==> src/design/hsv_pkg.sv <==
// Shared types and constants for the HSV to RGB converter pipeline.
// No dependencies; every other design file imports this package.
`timescale 1ns / 1ps
`default_nettype none

package hsv_pkg;

	// Hue arithmetic, hue counted in 1/64 degree
	localparam logic [11:0] HUE_SECTOR   = 12'd3840;    // 60 degrees
	localparam logic [15:0] HUE_FULL     = 16'd23040;   // 360 degrees
	localparam logic [7:0]  FULL_SCALE   = 8'd255;
	localparam logic [19:0] SECTOR_SCALE = 20'd979200;  // 255 * 3840
	localparam logic [19:0] SECTOR_HALF  = 20'd489600;  // SECTOR_SCALE / 2
	localparam logic [15:0] P_BIAS       = 16'd127;     // floor(255 / 2)

	// Reciprocals for exact floor division of bounded values by a constant.
	// p: divide a 16-bit value by 255, shift 24.
	localparam int unsigned P_DIV   = 255;
	localparam int unsigned P_SHIFT = 24;
	localparam logic [16:0] P_RECIP =
		17'(((64'd1 << P_SHIFT) + 64'(P_DIV) - 64'd1) / 64'(P_DIV));
	// q and t: divide a 20-bit value by 3825 (979200 * 2 / 512), shift 32.
	localparam int unsigned Q_DIV   = 3825;
	localparam int unsigned Q_SHIFT = 32;
	localparam logic [20:0] Q_RECIP =
		21'(((64'd1 << Q_SHIFT) + 64'(Q_DIV) - 64'd1) / 64'(Q_DIV));

	// Hue sectors of the hexcone
	typedef enum logic [2:0] {
		SEC_RED_YEL = 3'd0,
		SEC_YEL_GRN = 3'd1,
		SEC_GRN_CYN = 3'd2,
		SEC_CYN_BLU = 3'd3,
		SEC_BLU_MAG = 3'd4,
		SEC_MAG_RED = 3'd5
	} sector_t;

	// Sideband that travels with each pixel down the pipe
	typedef struct packed {
		sector_t    sector;
		logic       grey;     // zero saturation
		logic       over;     // hue beyond 360 degrees
		logic [7:0] bright;
		logic [7:0] alpha;
	} side_t;

	// Load enables for the arithmetic stages
	typedef struct packed {
		logic s2;
		logic s3;
		logic s4;
		logic s5;
	} scale_en_t;

endpackage

`default_nettype wire

==> src/design/hsv_sector.sv <==
// Stage 1 of the converter: hue sector, remainder and special-case flags.
// Depends on hsv_pkg.
`timescale 1ns / 1ps
`default_nettype none

module hsv_sector (
	input  wire logic          clk,
	input  wire logic          en,
	input  wire logic [39:0]   s_tdata,
	output hsv_pkg::side_t     side_s1,
	output logic [11:0]        rem_s1,
	output logic [7:0]         sat_s1
);
	import hsv_pkg::*;

	localparam logic [15:0] SEC_W = 16'(HUE_SECTOR);

	logic [15:0] hue;
	logic [15:0] hh;
	logic [15:0] base;
	sector_t     sector;

	assign hue = s_tdata[15:0];
	assign hh  = (hue == HUE_FULL) ? 16'd0 : hue;

	always_comb begin
		priority if (hh >= 16'd5 * SEC_W) begin
			sector = SEC_MAG_RED;
			base   = 16'd5 * SEC_W;
		end else if (hh >= 16'd4 * SEC_W) begin
			sector = SEC_BLU_MAG;
			base   = 16'd4 * SEC_W;
		end else if (hh >= 16'd3 * SEC_W) begin
			sector = SEC_CYN_BLU;
			base   = 16'd3 * SEC_W;
		end else if (hh >= 16'd2 * SEC_W) begin
			sector = SEC_GRN_CYN;
			base   = 16'd2 * SEC_W;
		end else if (hh >= SEC_W) begin
			sector = SEC_YEL_GRN;
			base   = SEC_W;
		end else begin
			sector = SEC_RED_YEL;
			base   = 16'd0;
		end
	end

	always_ff @(posedge clk) begin
		if (en) begin
			side_s1.sector <= sector;
			side_s1.grey   <= (s_tdata[23:16] == 8'd0);
			side_s1.over   <= (hue > HUE_FULL);
			side_s1.bright <= s_tdata[31:24];
			side_s1.alpha  <= s_tdata[39:32];
			rem_s1         <= 12'(hh - base);
			sat_s1         <= s_tdata[23:16];
		end
	end

endmodule

`default_nettype wire

==> src/design/hsv_scale.sv <==
// Stages 2 to 5: products, rounding and division by constants for p, q, t.
// Depends on hsv_pkg.
`timescale 1ns / 1ps
`default_nettype none

module hsv_scale (
	input  wire logic              clk,
	input  wire hsv_pkg::scale_en_t en,
	input  wire hsv_pkg::side_t    side_s1,
	input  wire logic [11:0]       rem_s1,
	input  wire logic [7:0]        sat_s1,
	output hsv_pkg::side_t         side_s5,
	output logic [7:0]             p_s5,
	output logic [7:0]             q_s5,
	output logic [7:0]             t_s5
);
	import hsv_pkg::*;

	side_t       side_s2, side_s3, side_s4;
	logic [19:0] prodq_s2, prodt_s2;
	logic [15:0] prodp_s2;
	logic [27:0] nq_s3, nt_s3;
	logic [15:0] mp_s3;
	logic [19:0] mq_s4, mt_s4;
	logic [7:0]  p_s4;

	logic [32:0] pp;
	logic [40:0] qq, tt;
	logic [27:0] nq_rnd, nt_rnd;

	// s*rem, s*(3840-rem), v*(255-s)
	always_ff @(posedge clk) begin
		if (en.s2) begin
			side_s2  <= side_s1;
			prodq_s2 <= 20'(sat_s1) * 20'(rem_s1);
			prodt_s2 <= 20'(sat_s1) * 20'(HUE_SECTOR - rem_s1);
			prodp_s2 <= 16'(side_s1.bright) * 16'(FULL_SCALE - sat_s1);
		end
	end

	// v*(979200 - x); p numerator halved: floor((2x + 255) / 2) = x + 127
	always_ff @(posedge clk) begin
		if (en.s3) begin
			side_s3 <= side_s2;
			nq_s3   <= 28'(side_s2.bright) * 28'(SECTOR_SCALE - prodq_s2);
			nt_s3   <= 28'(side_s2.bright) * 28'(SECTOR_SCALE - prodt_s2);
			mp_s3   <= prodp_s2 + P_BIAS;
		end
	end

	// floor((2n + 979200) / 512) = floor((n + 489600) / 256)
	assign nq_rnd = nq_s3 + 28'(SECTOR_HALF);
	assign nt_rnd = nt_s3 + 28'(SECTOR_HALF);
	assign pp     = 33'(mp_s3) * 33'(P_RECIP);

	always_ff @(posedge clk) begin
		if (en.s4) begin
			side_s4 <= side_s3;
			mq_s4   <= nq_rnd[27:8];
			mt_s4   <= nt_rnd[27:8];
			p_s4    <= pp[P_SHIFT +: 8];
		end
	end

	assign qq = 41'(mq_s4) * 41'(Q_RECIP);
	assign tt = 41'(mt_s4) * 41'(Q_RECIP);

	always_ff @(posedge clk) begin
		if (en.s5) begin
			side_s5 <= side_s4;
			q_s5    <= qq[Q_SHIFT +: 8];
			t_s5    <= tt[Q_SHIFT +: 8];
			p_s5    <= p_s4;
		end
	end

endmodule

`default_nettype wire

==> src/design/hsv_select.sv <==
// Output stage: six-way sector select, special cases, output register.
// Depends on hsv_pkg.
`timescale 1ns / 1ps
`default_nettype none

module hsv_select (
	input  wire logic           clk,
	input  wire logic           en,
	input  wire hsv_pkg::side_t side_s5,
	input  wire logic [7:0]     p_s5,
	input  wire logic [7:0]     q_s5,
	input  wire logic [7:0]     t_s5,
	output logic [31:0]         rgba_s6
);
	import hsv_pkg::*;

	logic [7:0] r, g, b, a;
	logic [7:0] v;

	assign v = side_s5.bright;

	always_comb begin
		unique case (side_s5.sector)
			SEC_RED_YEL: begin r = v;    g = t_s5; b = p_s5; end
			SEC_YEL_GRN: begin r = q_s5; g = v;    b = p_s5; end
			SEC_GRN_CYN: begin r = p_s5; g = v;    b = t_s5; end
			SEC_CYN_BLU: begin r = p_s5; g = q_s5; b = v;    end
			SEC_BLU_MAG: begin r = t_s5; g = p_s5; b = v;    end
			default:     begin r = v;    g = p_s5; b = q_s5; end
		endcase
		// grey wins over an out-of-range hue
		priority if (side_s5.grey) begin
			r = v; g = v; b = v;
			a = side_s5.alpha;
		end else if (side_s5.over) begin
			r = 8'd0; g = 8'd0; b = 8'd0; a = 8'd0;
		end else begin
			a = side_s5.alpha;
		end
	end

	always_ff @(posedge clk) begin
		if (en) begin
			rgba_s6 <= {a, b, g, r};
		end
	end

endmodule

`default_nettype wire

==> src/design/hsv_to_rgb_converter.sv <==
// HSV to RGB converter, six-stage pipeline. Throughput: one pixel per cycle
// while m_tready does not stall the output, fully pipelined; the multipliers
// of stages 2 to 5 set the stage depth.
// Each stage holds its own valid bit, so bubbles close up under back-pressure.
// Reset (arst_n low, asynchronous) clears all valid bits; data is not reset.
// Depends on hsv_pkg, hsv_sector, hsv_scale, hsv_select.
`timescale 1ns / 1ps
`default_nettype none

module hsv_to_rgb_converter (
	input  wire logic        clk,
	input  wire logic        arst_n,
	// slave side
	input  wire logic        s_tvalid,
	output logic             s_tready,
	input  wire logic [39:0] s_tdata,   // hue[15:0], saturation[23:16],
	                                    // brightness[31:24], alpha_in[39:32]
	// master side
	output logic             m_tvalid,
	input  wire logic        m_tready,
	output logic [31:0]      m_tdata    // red[7:0], green[15:8], blue[23:16],
	                                    // alpha_out[31:24]
);
	import hsv_pkg::*;

	// Valid bit per stage; stage 6 is the output register.
	logic [6:1] valid_q;
	logic [6:1] rdy;

	side_t       side_s1, side_s5;
	logic [11:0] rem_s1;
	logic [7:0]  sat_s1;
	logic [7:0]  p_s5, q_s5, t_s5;
	scale_en_t   scale_en;

	// A stage may load when it is empty or its content moves on this cycle.
	assign rdy[6] = !valid_q[6] || m_tready;
	assign rdy[5] = !valid_q[5] || rdy[6];
	assign rdy[4] = !valid_q[4] || rdy[5];
	assign rdy[3] = !valid_q[3] || rdy[4];
	assign rdy[2] = !valid_q[2] || rdy[3];
	assign rdy[1] = !valid_q[1] || rdy[2];

	assign s_tready = rdy[1];
	assign m_tvalid = valid_q[6];

	// Advance valid bits; a stage that cannot load holds its item.
	always_ff @(posedge clk or negedge arst_n) begin
		if (!arst_n) begin
			valid_q <= '0;
		end else begin
			if (rdy[1]) valid_q[1] <= s_tvalid;
			if (rdy[2]) valid_q[2] <= valid_q[1];
			if (rdy[3]) valid_q[3] <= valid_q[2];
			if (rdy[4]) valid_q[4] <= valid_q[3];
			if (rdy[5]) valid_q[5] <= valid_q[4];
			if (rdy[6]) valid_q[6] <= valid_q[5];
		end
	end

	assign scale_en.s2 = rdy[2];
	assign scale_en.s3 = rdy[3];
	assign scale_en.s4 = rdy[4];
	assign scale_en.s5 = rdy[5];

	// Stage 1: sector and remainder
	hsv_sector u_sector (
		.clk     (clk),
		.en      (rdy[1]),
		.s_tdata (s_tdata),
		.side_s1 (side_s1),
		.rem_s1  (rem_s1),
		.sat_s1  (sat_s1)
	);

	// Stages 2 to 5: p, q, t
	hsv_scale u_scale (
		.clk     (clk),
		.en      (scale_en),
		.side_s1 (side_s1),
		.rem_s1  (rem_s1),
		.sat_s1  (sat_s1),
		.side_s5 (side_s5),
		.p_s5    (p_s5),
		.q_s5    (q_s5),
		.t_s5    (t_s5)
	);

	// Stage 6: channel select into the output register
	hsv_select u_select (
		.clk     (clk),
		.en      (rdy[6]),
		.side_s5 (side_s5),
		.p_s5    (p_s5),
		.q_s5    (q_s5),
		.t_s5    (t_s5),
		.rgba_s6 (m_tdata)
	);

`ifndef SYNTHESIS
	// A ready sink lets every stage move, so the input is open too.
	a_ready_chain: assert property (@(posedge clk) disable iff (!arst_n)
		m_tready |-> s_tready)
		else $error("s_tready low while m_tready high");

	// An empty pipe always takes a transaction.
	a_empty_ready: assert property (@(posedge clk) disable iff (!arst_n)
		(valid_q == '0) |-> s_tready)
		else $error("empty pipeline not ready");

	// A blocked stage keeps its item.
	a_hold_s5: assert property (@(posedge clk) disable iff (!arst_n)
		(valid_q[5] && !rdy[5]) |=> valid_q[5])
		else $error("stage 5 dropped a stalled item");

	// Output stalls back up into stage 5 only when stage 5 is occupied.
	a_stall_path: assert property (@(posedge clk) disable iff (!arst_n)
		(!rdy[5]) |-> (valid_q[5] && valid_q[6] && !m_tready))
		else $error("stage 5 stalled without a blocked output");
`endif

endmodule

`default_nettype wire

==> config.mk <==
export PLATFORM = sky130hd
export DESIGN_NAME = hsv_to_rgb_converter
export DESIGN_NICKNAME = d
export VERILOG_FILES = /design/src/design/hsv_pkg.sv /design/src/design/hsv_sector.sv /design/src/design/hsv_scale.sv /design/src/design/hsv_select.sv /design/src/design/hsv_to_rgb_converter.sv
export SDC_FILE = /design/constraint.sdc
export NUM_CORES = 2
export LEC_CHECK = 0
export BUFFER_PORTS_ARGS = -buffer_cell sky130_fd_sc_hd__buf_2
export CORE_ASPECT_RATIO = 0.7
export CORE_MARGIN = 1
export CORE_UTILIZATION = 50
export CTS_BUF_LIST = sky130_fd_sc_hd__clkbuf_4
export CTS_CLUSTER_SIZE = 8
export DETAILED_ROUTE_END_ITERATION = 10
export HOLD_SLACK_MARGIN = 0.1
export PLACE_DENSITY = 0.76
export SETUP_SLACK_MARGIN = 0.02
export SYNTH_ARGS = -nofsm -noshare
export SYNTH_HDL_FRONTEND = slang
export SYNTH_HIERARCHICAL = 1
export SYNTH_SLANG_ARGS = --single-unit
export TNS_END_PERCENT = 1
==> constraint.sdc <==
create_clock -name clk -period 6.1 [get_ports clk]
set_input_delay 0.305 -clock clk [delete_from_list [all_inputs] [get_ports clk]]
set_output_delay 0.305 -clock clk [all_outputs]
set_load 0.03 [all_outputs]
; Yosys cells after proc, flatten, opt, wreduce, memory -nomap -nowiden
; Cells that the tools add are included.
[totals]
register_bits = 363
in_bits = 44
output_inout_bits = 34
[op_classes]
n_addsub = 8
n_mul = 8
order_cmp = 6
eq_ne = 5
mux = 21
n_reduce_logical = 19
[op_table]
columns = cell, n
row1 = "multiplier 20 x 19 -> 38 bit, second input constant", 2
row2 = case mux 8 bit (3 select lines), 3
row3 = 2-to-1 mux 8 bit, 8
row4 = 2-to-1 mux 12 bit, 5
row5 = "adder 28 x 19 -> 28 bit, second input constant", 2
row6 = multiplier 8 x 28 -> 28 bit, 2
row7 = "subtractor 20 x 20 -> 21 bit, first input constant", 2
row8 = ">= comparator 16 x 14 -> 1 bit, second input constant", 2
row9 = "multiplier 16 x 16 -> 31 bit, second input constant", 1
row10 = multiplier 8 x 12 -> 20 bit, 1
row11 = multiplier 8 x 20 -> 20 bit, 1
row12 = "adder 16 x 7 -> 16 bit, second input constant", 1
row13 = "equality test 16 x 15 -> 1 bit, second input constant", 1
row14 = ">= comparator 16 x 12 -> 1 bit, second input constant", 1
row15 = ">= comparator 16 x 13 -> 1 bit, second input constant", 1
row16 = ">= comparator 16 x 15 -> 1 bit, second input constant", 1
row17 = "> comparator 16 x 15 -> 1 bit, second input constant", 1
row18 = multiplier 8 x 16 -> 16 bit, 1
row19 = 2-to-1 mux 16 bit, 1
row20 = "subtractor 12 x 12 -> 13 bit, first input constant", 1
row21 = subtractor 12 bit, 1
row22 = OR reduction 2 bit, 5
row23 = "subtractor 8 x 8 -> 9 bit, first input constant", 1
row24 = logical NOT 8 bit, 1
row25 = 8 further kinds, 21

; Logic depth before layout (Yosys ltp)
[logic_depth]
word_depth = 9
depth_mapped = 26
mapped_depth_nobuf = 25

; By module
; The synthesis kept the hierarchy.
[modules_own_cells]
columns = module, n_inst, cells_per_inst, area_per_inst_um2, seq_area_each_um2
row1 = hsv_scale, 1, 3887, 39152.6, 8077.7
row2 = hsv_select, 1, 195, 2182.1, 960.9
row3 = hsv_sector, 1, 108, 1752.9, 1231.2
row4 = hsv_to_rgb_converter, 1, 20, 249.0, 150.1

; Worst setup path after synthesis
; Ideal clock, no wire load.
[synth_path]
kind = register to register
from = register u_scale.prodq_s2[2]
to = register u_scale.nq_s3[26] (data pin)
setup_ns = 0.258
arrival_time_ns = 6.289
required_time_ns = 5.842
setup_slack_ns = -0.446
path_stages_with_launch = 24
path_buffers = 0
period_less_slack_ns = 6.546
path_cell_list = edfxtp_1 or4_4 or4_4 o21ai_2 nand2_1 xor2_1 nand2_1 fa_1 inv_1 fa_1 fa_1 inv_1 fa_1 inv_1 ha_1 a21o_1 a21oi_1 nand2_1 o2111a_1 a211o_1 a21o_1 a211o_1 a21oi_1 xnor2_1
[synth_between]
elab_chain_cells = 2
[synth_lines]
columns = element, line_no
row1 = from (decl), hsv_scale.sv:20  ; logic [19:0] prodq_s2, prodt_s2;
row2 = from (signal assigned), hsv_scale.sv:35  ; prodq_s2 <= 20'(sat_s1) * 20'(rem_s1);
row3 = subtractor 20 x 20 -> 21 bit, hsv_scale.sv:45  ; nq_s3 <= 28'(side_s2.bright) * 28'(SECTOR_SCALE - prodq_s2);
row4 = multiplier 8 x 28 -> 28 bit, hsv_scale.sv:45
row5 = to (signal assigned), hsv_scale.sv:45
row6 = to (decl), hsv_scale.sv:22  ; logic [27:0] nq_s3, nt_s3;
; Every way passes these cells.
; A chain may end at the register's enable or synchronous reset.

; Worst setup path after layout
; Same ends and word-level chain as after synthesis.

==> impl_metrics.ini <==
[status]
outcome = finished, violations left
violations = negative setup slack

[sta]
period_share = 1.055
fin_skew_ns = 0.1050
hold-worst-slack_ns = 0.1969
hold_viol_final = 0
min_period_ns = 6.435
rsz0062_at_grt = true
finalMaxSlewViolations = 0
fin_ws_ns = -0.3351
max_freq_mhz = 155.4
worst_pin_slew_ns = 1.206
finalSetupViolations = 8
slew_headroom = 0.1931

[yosys]
ys_ff_latch = 348
ys.flop_type = edfxtp_1
ys_types = 97
synthCells = 4210
ys_warn_count = 6
syn_area_um2 = 43340
seq_area_frac_synth = 0.2404
synth-edff-count = 342
syn_nets = 5435
syn_area_per_cell_um2 = 10.29
ys_async_sr_fraction = 0.01724

[clock_tree]
clk_latency_ns = 0.89
htreeDepth = 3
numCtsBuffers = 82
cts_tree = done
clock_sinks = 348
clk_path_buf_depth = 3
path_clk_slew_ns = 0.07
cts-root-buf = clkbuf_4

[critical_path]
critical_path.slowest_cell = or4_4
cpLargestDelayFamily = adder cells
crit_buf_inv = 5
timing.rr.start = u_scale/prodq_s2[2]$_DFFE_PP_
crit_type = register to register
end_kind = register
reg2regPathDepth = 24
cp_max_fo = 4
cpMostUsedCell = fa_1
critPathMaxStageDelay_ns = 0.55
critPathRequiredTime_ns = 6.70
startpoint = u_scale/prodq_s2[2]$_DFFE_PP_
reg2reg_to = u_scale/nq_s3[26]$_DFFE_PP_
cp-start-kind = register
cp_cell_sequence = or4_4 -> or4_4 -> o21ai_4 -> buf_6 -> nand2_8 -> a31oi_4 -> xor2_4 -> buf_4 -> nand2_1 -> fa_1 -> inv_1 -> fa_1 -> fa_1 -> inv_1 -> fa_1 -> inv_2 -> ha_4 -> and4_1 -> o2111a_1 -> a211o_1 -> a21o_1 -> a211o_1 -> a21oi_2 -> xnor2_1
r2r_slack_ns = -0.34
worstPathArrival_ns = 7.03

[global_route]
grtUsageMet3 = 0.04637
grt_max_degree = 80
grt_overflow = 0
grt_pass1_wl_um = 152500
use_met2 = 0.3211
grtUsageTotal = 0.2139
busiest_layer = met2
antenna_found_initial = 1
grt_pass1_vias = 30658
globalRouteMet1Util = 0.3136

[finish]
fillCellCount = 7080
area_delta_synth_final_pct = 11.42
drive_gt1_frac = 0.1125
nets = 5751

[die]
start_util = 0.5094
rows = 89
die_h_um = 248.3
core-area_um2 = 85080
die_w_um = 353.9
die_area_um2 = 87870
ios = 78

[drt]
drtIter0Drc = 1920
viasPerCell = 5.120
wl_per_cell_um = 15.86
drt-total-wl_um = 90680
num_vias = 29268
ant_nets = 0
first_pass_iters = 5
drc = 0

[min_path]
min_path_type = primary input to register
min_from = s_tdata[28]
min_to = u_sector/side_s1[12]$_DFFE_PP_
hold_depth = 2

[place]
io_buffers = 77
place_hpwl_um = 73750
routabilityCongestion = 0.9124

[job]
drv_cap = 0
[cells by family (layout without fill, tap and decap cells)]
group	Yosys count	in the layout	share of synthesized area
xor gates and xnor gates	213	213	0.04400
buffers and inverters	1101	1469	0.09707
muxes	26	26	0.006467
and+or+nand+nor	1008	1008	0.1196
other	0	1	0
adders and majority gates	1181	1181	0.4388
AOI/OAI and AO/OA	333	333	0.05353
DFF	348	348	0.2404
[state kept, by name (all words and copies together), names as in the netlist, 16 cells and up]
name / cells
u_scale/mp_s3: 16
u_scale/mq_s4: 20
u_scale/mt_s4: 20
u_scale/nq_s3: 21
u_scale/nt_s3: 21
u_scale/prodp_s2: 16
u_scale/prodq_s2: 20
u_scale/prodt_s2: 19
u_scale/side_s2: 21
u_scale/side_s3: 21
u_scale/side_s4: 21
u_scale/side_s5: 21
u_sector/side_s1: 21
u_select/rgba_s6: 32
[cell usage in the layout (no fill, tap or decap), drive strengths merged, types with 9 or more instances in the layout]
cell	synthesis	final
and2	255	255
a31oi	12	12
o21a	22	22
ha	616	616
nor2	103	103
mux2i	10	10
nor3	40	40
nand4	15	15
and3	24	24
nand2b	43	43
inv	998	1002
o31ai	10	10
clkinv	1	24
edfxtp	342	342
buf	19	284
clkbuf	82	106
nor4	11	11
a2111oi	10	10
dlygate4sd3	1	50
o22ai	11	11
nand3	43	43
nor4b	17	17
fa	565	565
xor2	74	74
nand2	368	368
a21oi	69	69
o221ai	9	9
o21ai	69	69
nor2b	56	56
xnor2	139	139
mux2	16	16
a21o	27	27
[area by class of cell]
class / count / area, µm² / share of cell area
tap: 1137 / 1423 / 0.02946
clock buffer: 106 / 795.8 / 0.01648
antenna: 1 / 2.502 / 0.00005182
multi-input combinational: 2761 / 29190 / 0.6045
inverter: 999 / 3750 / 0.07766
timing repair buffer: 334 / 2487 / 0.05151
sequential: 348 / 10420 / 0.2158
clock inverter: 30 / 217.7 / 0.004509
[Yosys cell counts (9+ instances only)]
master / count / area (µm²)
mux2i_1: 10 / 100.1
o21ai_0: 55 / 275.3
nor4_1: 9 / 56.30
a31oi_1: 11 / 68.82
a21oi_1: 69 / 345.3
nand2b_1: 43 / 269.0
xnor2_1: 138 / 1209
xor2_1: 71 / 621.9
and3_1: 23 / 143.9
nand4_1: 15 / 93.84
nor2b_1: 56 / 350.3
o21a_1: 22 / 165.2
o221ai_1: 9 / 78.83
nand3_1: 43 / 215.2
nand2_1: 367 / 1378
nor2_1: 102 / 382.9
o21ai_1: 13 / 65.06
o31ai_1: 10 / 75.07
fa_1: 565 / 11310
buf_2: 9 / 45.04
ha_1: 616 / 7707
nor3_1: 39 / 195.2
and2_1: 254 / 1589
nor4b_1: 15 / 131.4
mux2_2: 15 / 168.9
a21o_1: 26 / 195.2
clkbuf_1: 82 / 307.8
o22ai_1: 11 / 68.82
inv_1: 998 / 3746
edfxtp_1: 342 / 10270
[through the flow]
stage | setup TNS (ns) | util | setup WS, ns | cells | instance area, µm²
CTS | -1.441 | 0.5659 | -0.2994 | 5715 | 48150
detailed placement | -2.230 | 0.5448 | -0.4668 | 5511 | 46350
global route | -5.092 | 0.5676 | -0.5650 | 5716 | 48290
global placement | -1.164 | 0.5448 | -0.3182 | 5511 | 46350
floorplan | -0.3606 | - | -0.1555 | 4210 | 43530
finish | -1.575 | 0.5676 | -0.3351 | 5716 | 48290
[metal layers]
metal	vias up	share of wire	wire length, µm
li1	14052	-	-
met1	14295	0.49	44350
met2	820	0.42	38340
met3	99	0.070	6304
met4	2	0.018	1587
met5	-	0.0011	101
[worst max path at each step]
stage	to	slack (ns)	cells past startpoint
3_3_place_gp	u_scale/nq_s3[26]$_DFFE_PP_	-0.32	23
6_report	u_scale/nq_s3[26]$_DFFE_PP_	-0.34	24
5_1_grt	u_scale/nq_s3[26]$_DFFE_PP_	-0.56	24
3_5_place_dp	u_scale/nq_s3[26]$_DFFE_PP_	-0.47	22
4_1_cts	u_scale/nq_s3[26]$_DFFE_PP_	-0.30	24
2_1_floorplan	u_scale/nq_s3[26]$_DFFE_PP_	-0.16	23
[what timing repair did]
| action | in CTS | in global routing |
|---|---|---|
| resized for setup | 31 | 27 |
| buffers inserted | 18 | 0 |
| endpoints found under the hold margin | 74 | 0 |
| pin swaps | 46 | 8 |
| hold buffers | 50 | 0 |
| setup endpoints to repair | 16 | 26 |
Power is not shown: default switching activity piles up to over one toggle a cycle in this logic, so the estimate is an artifact.
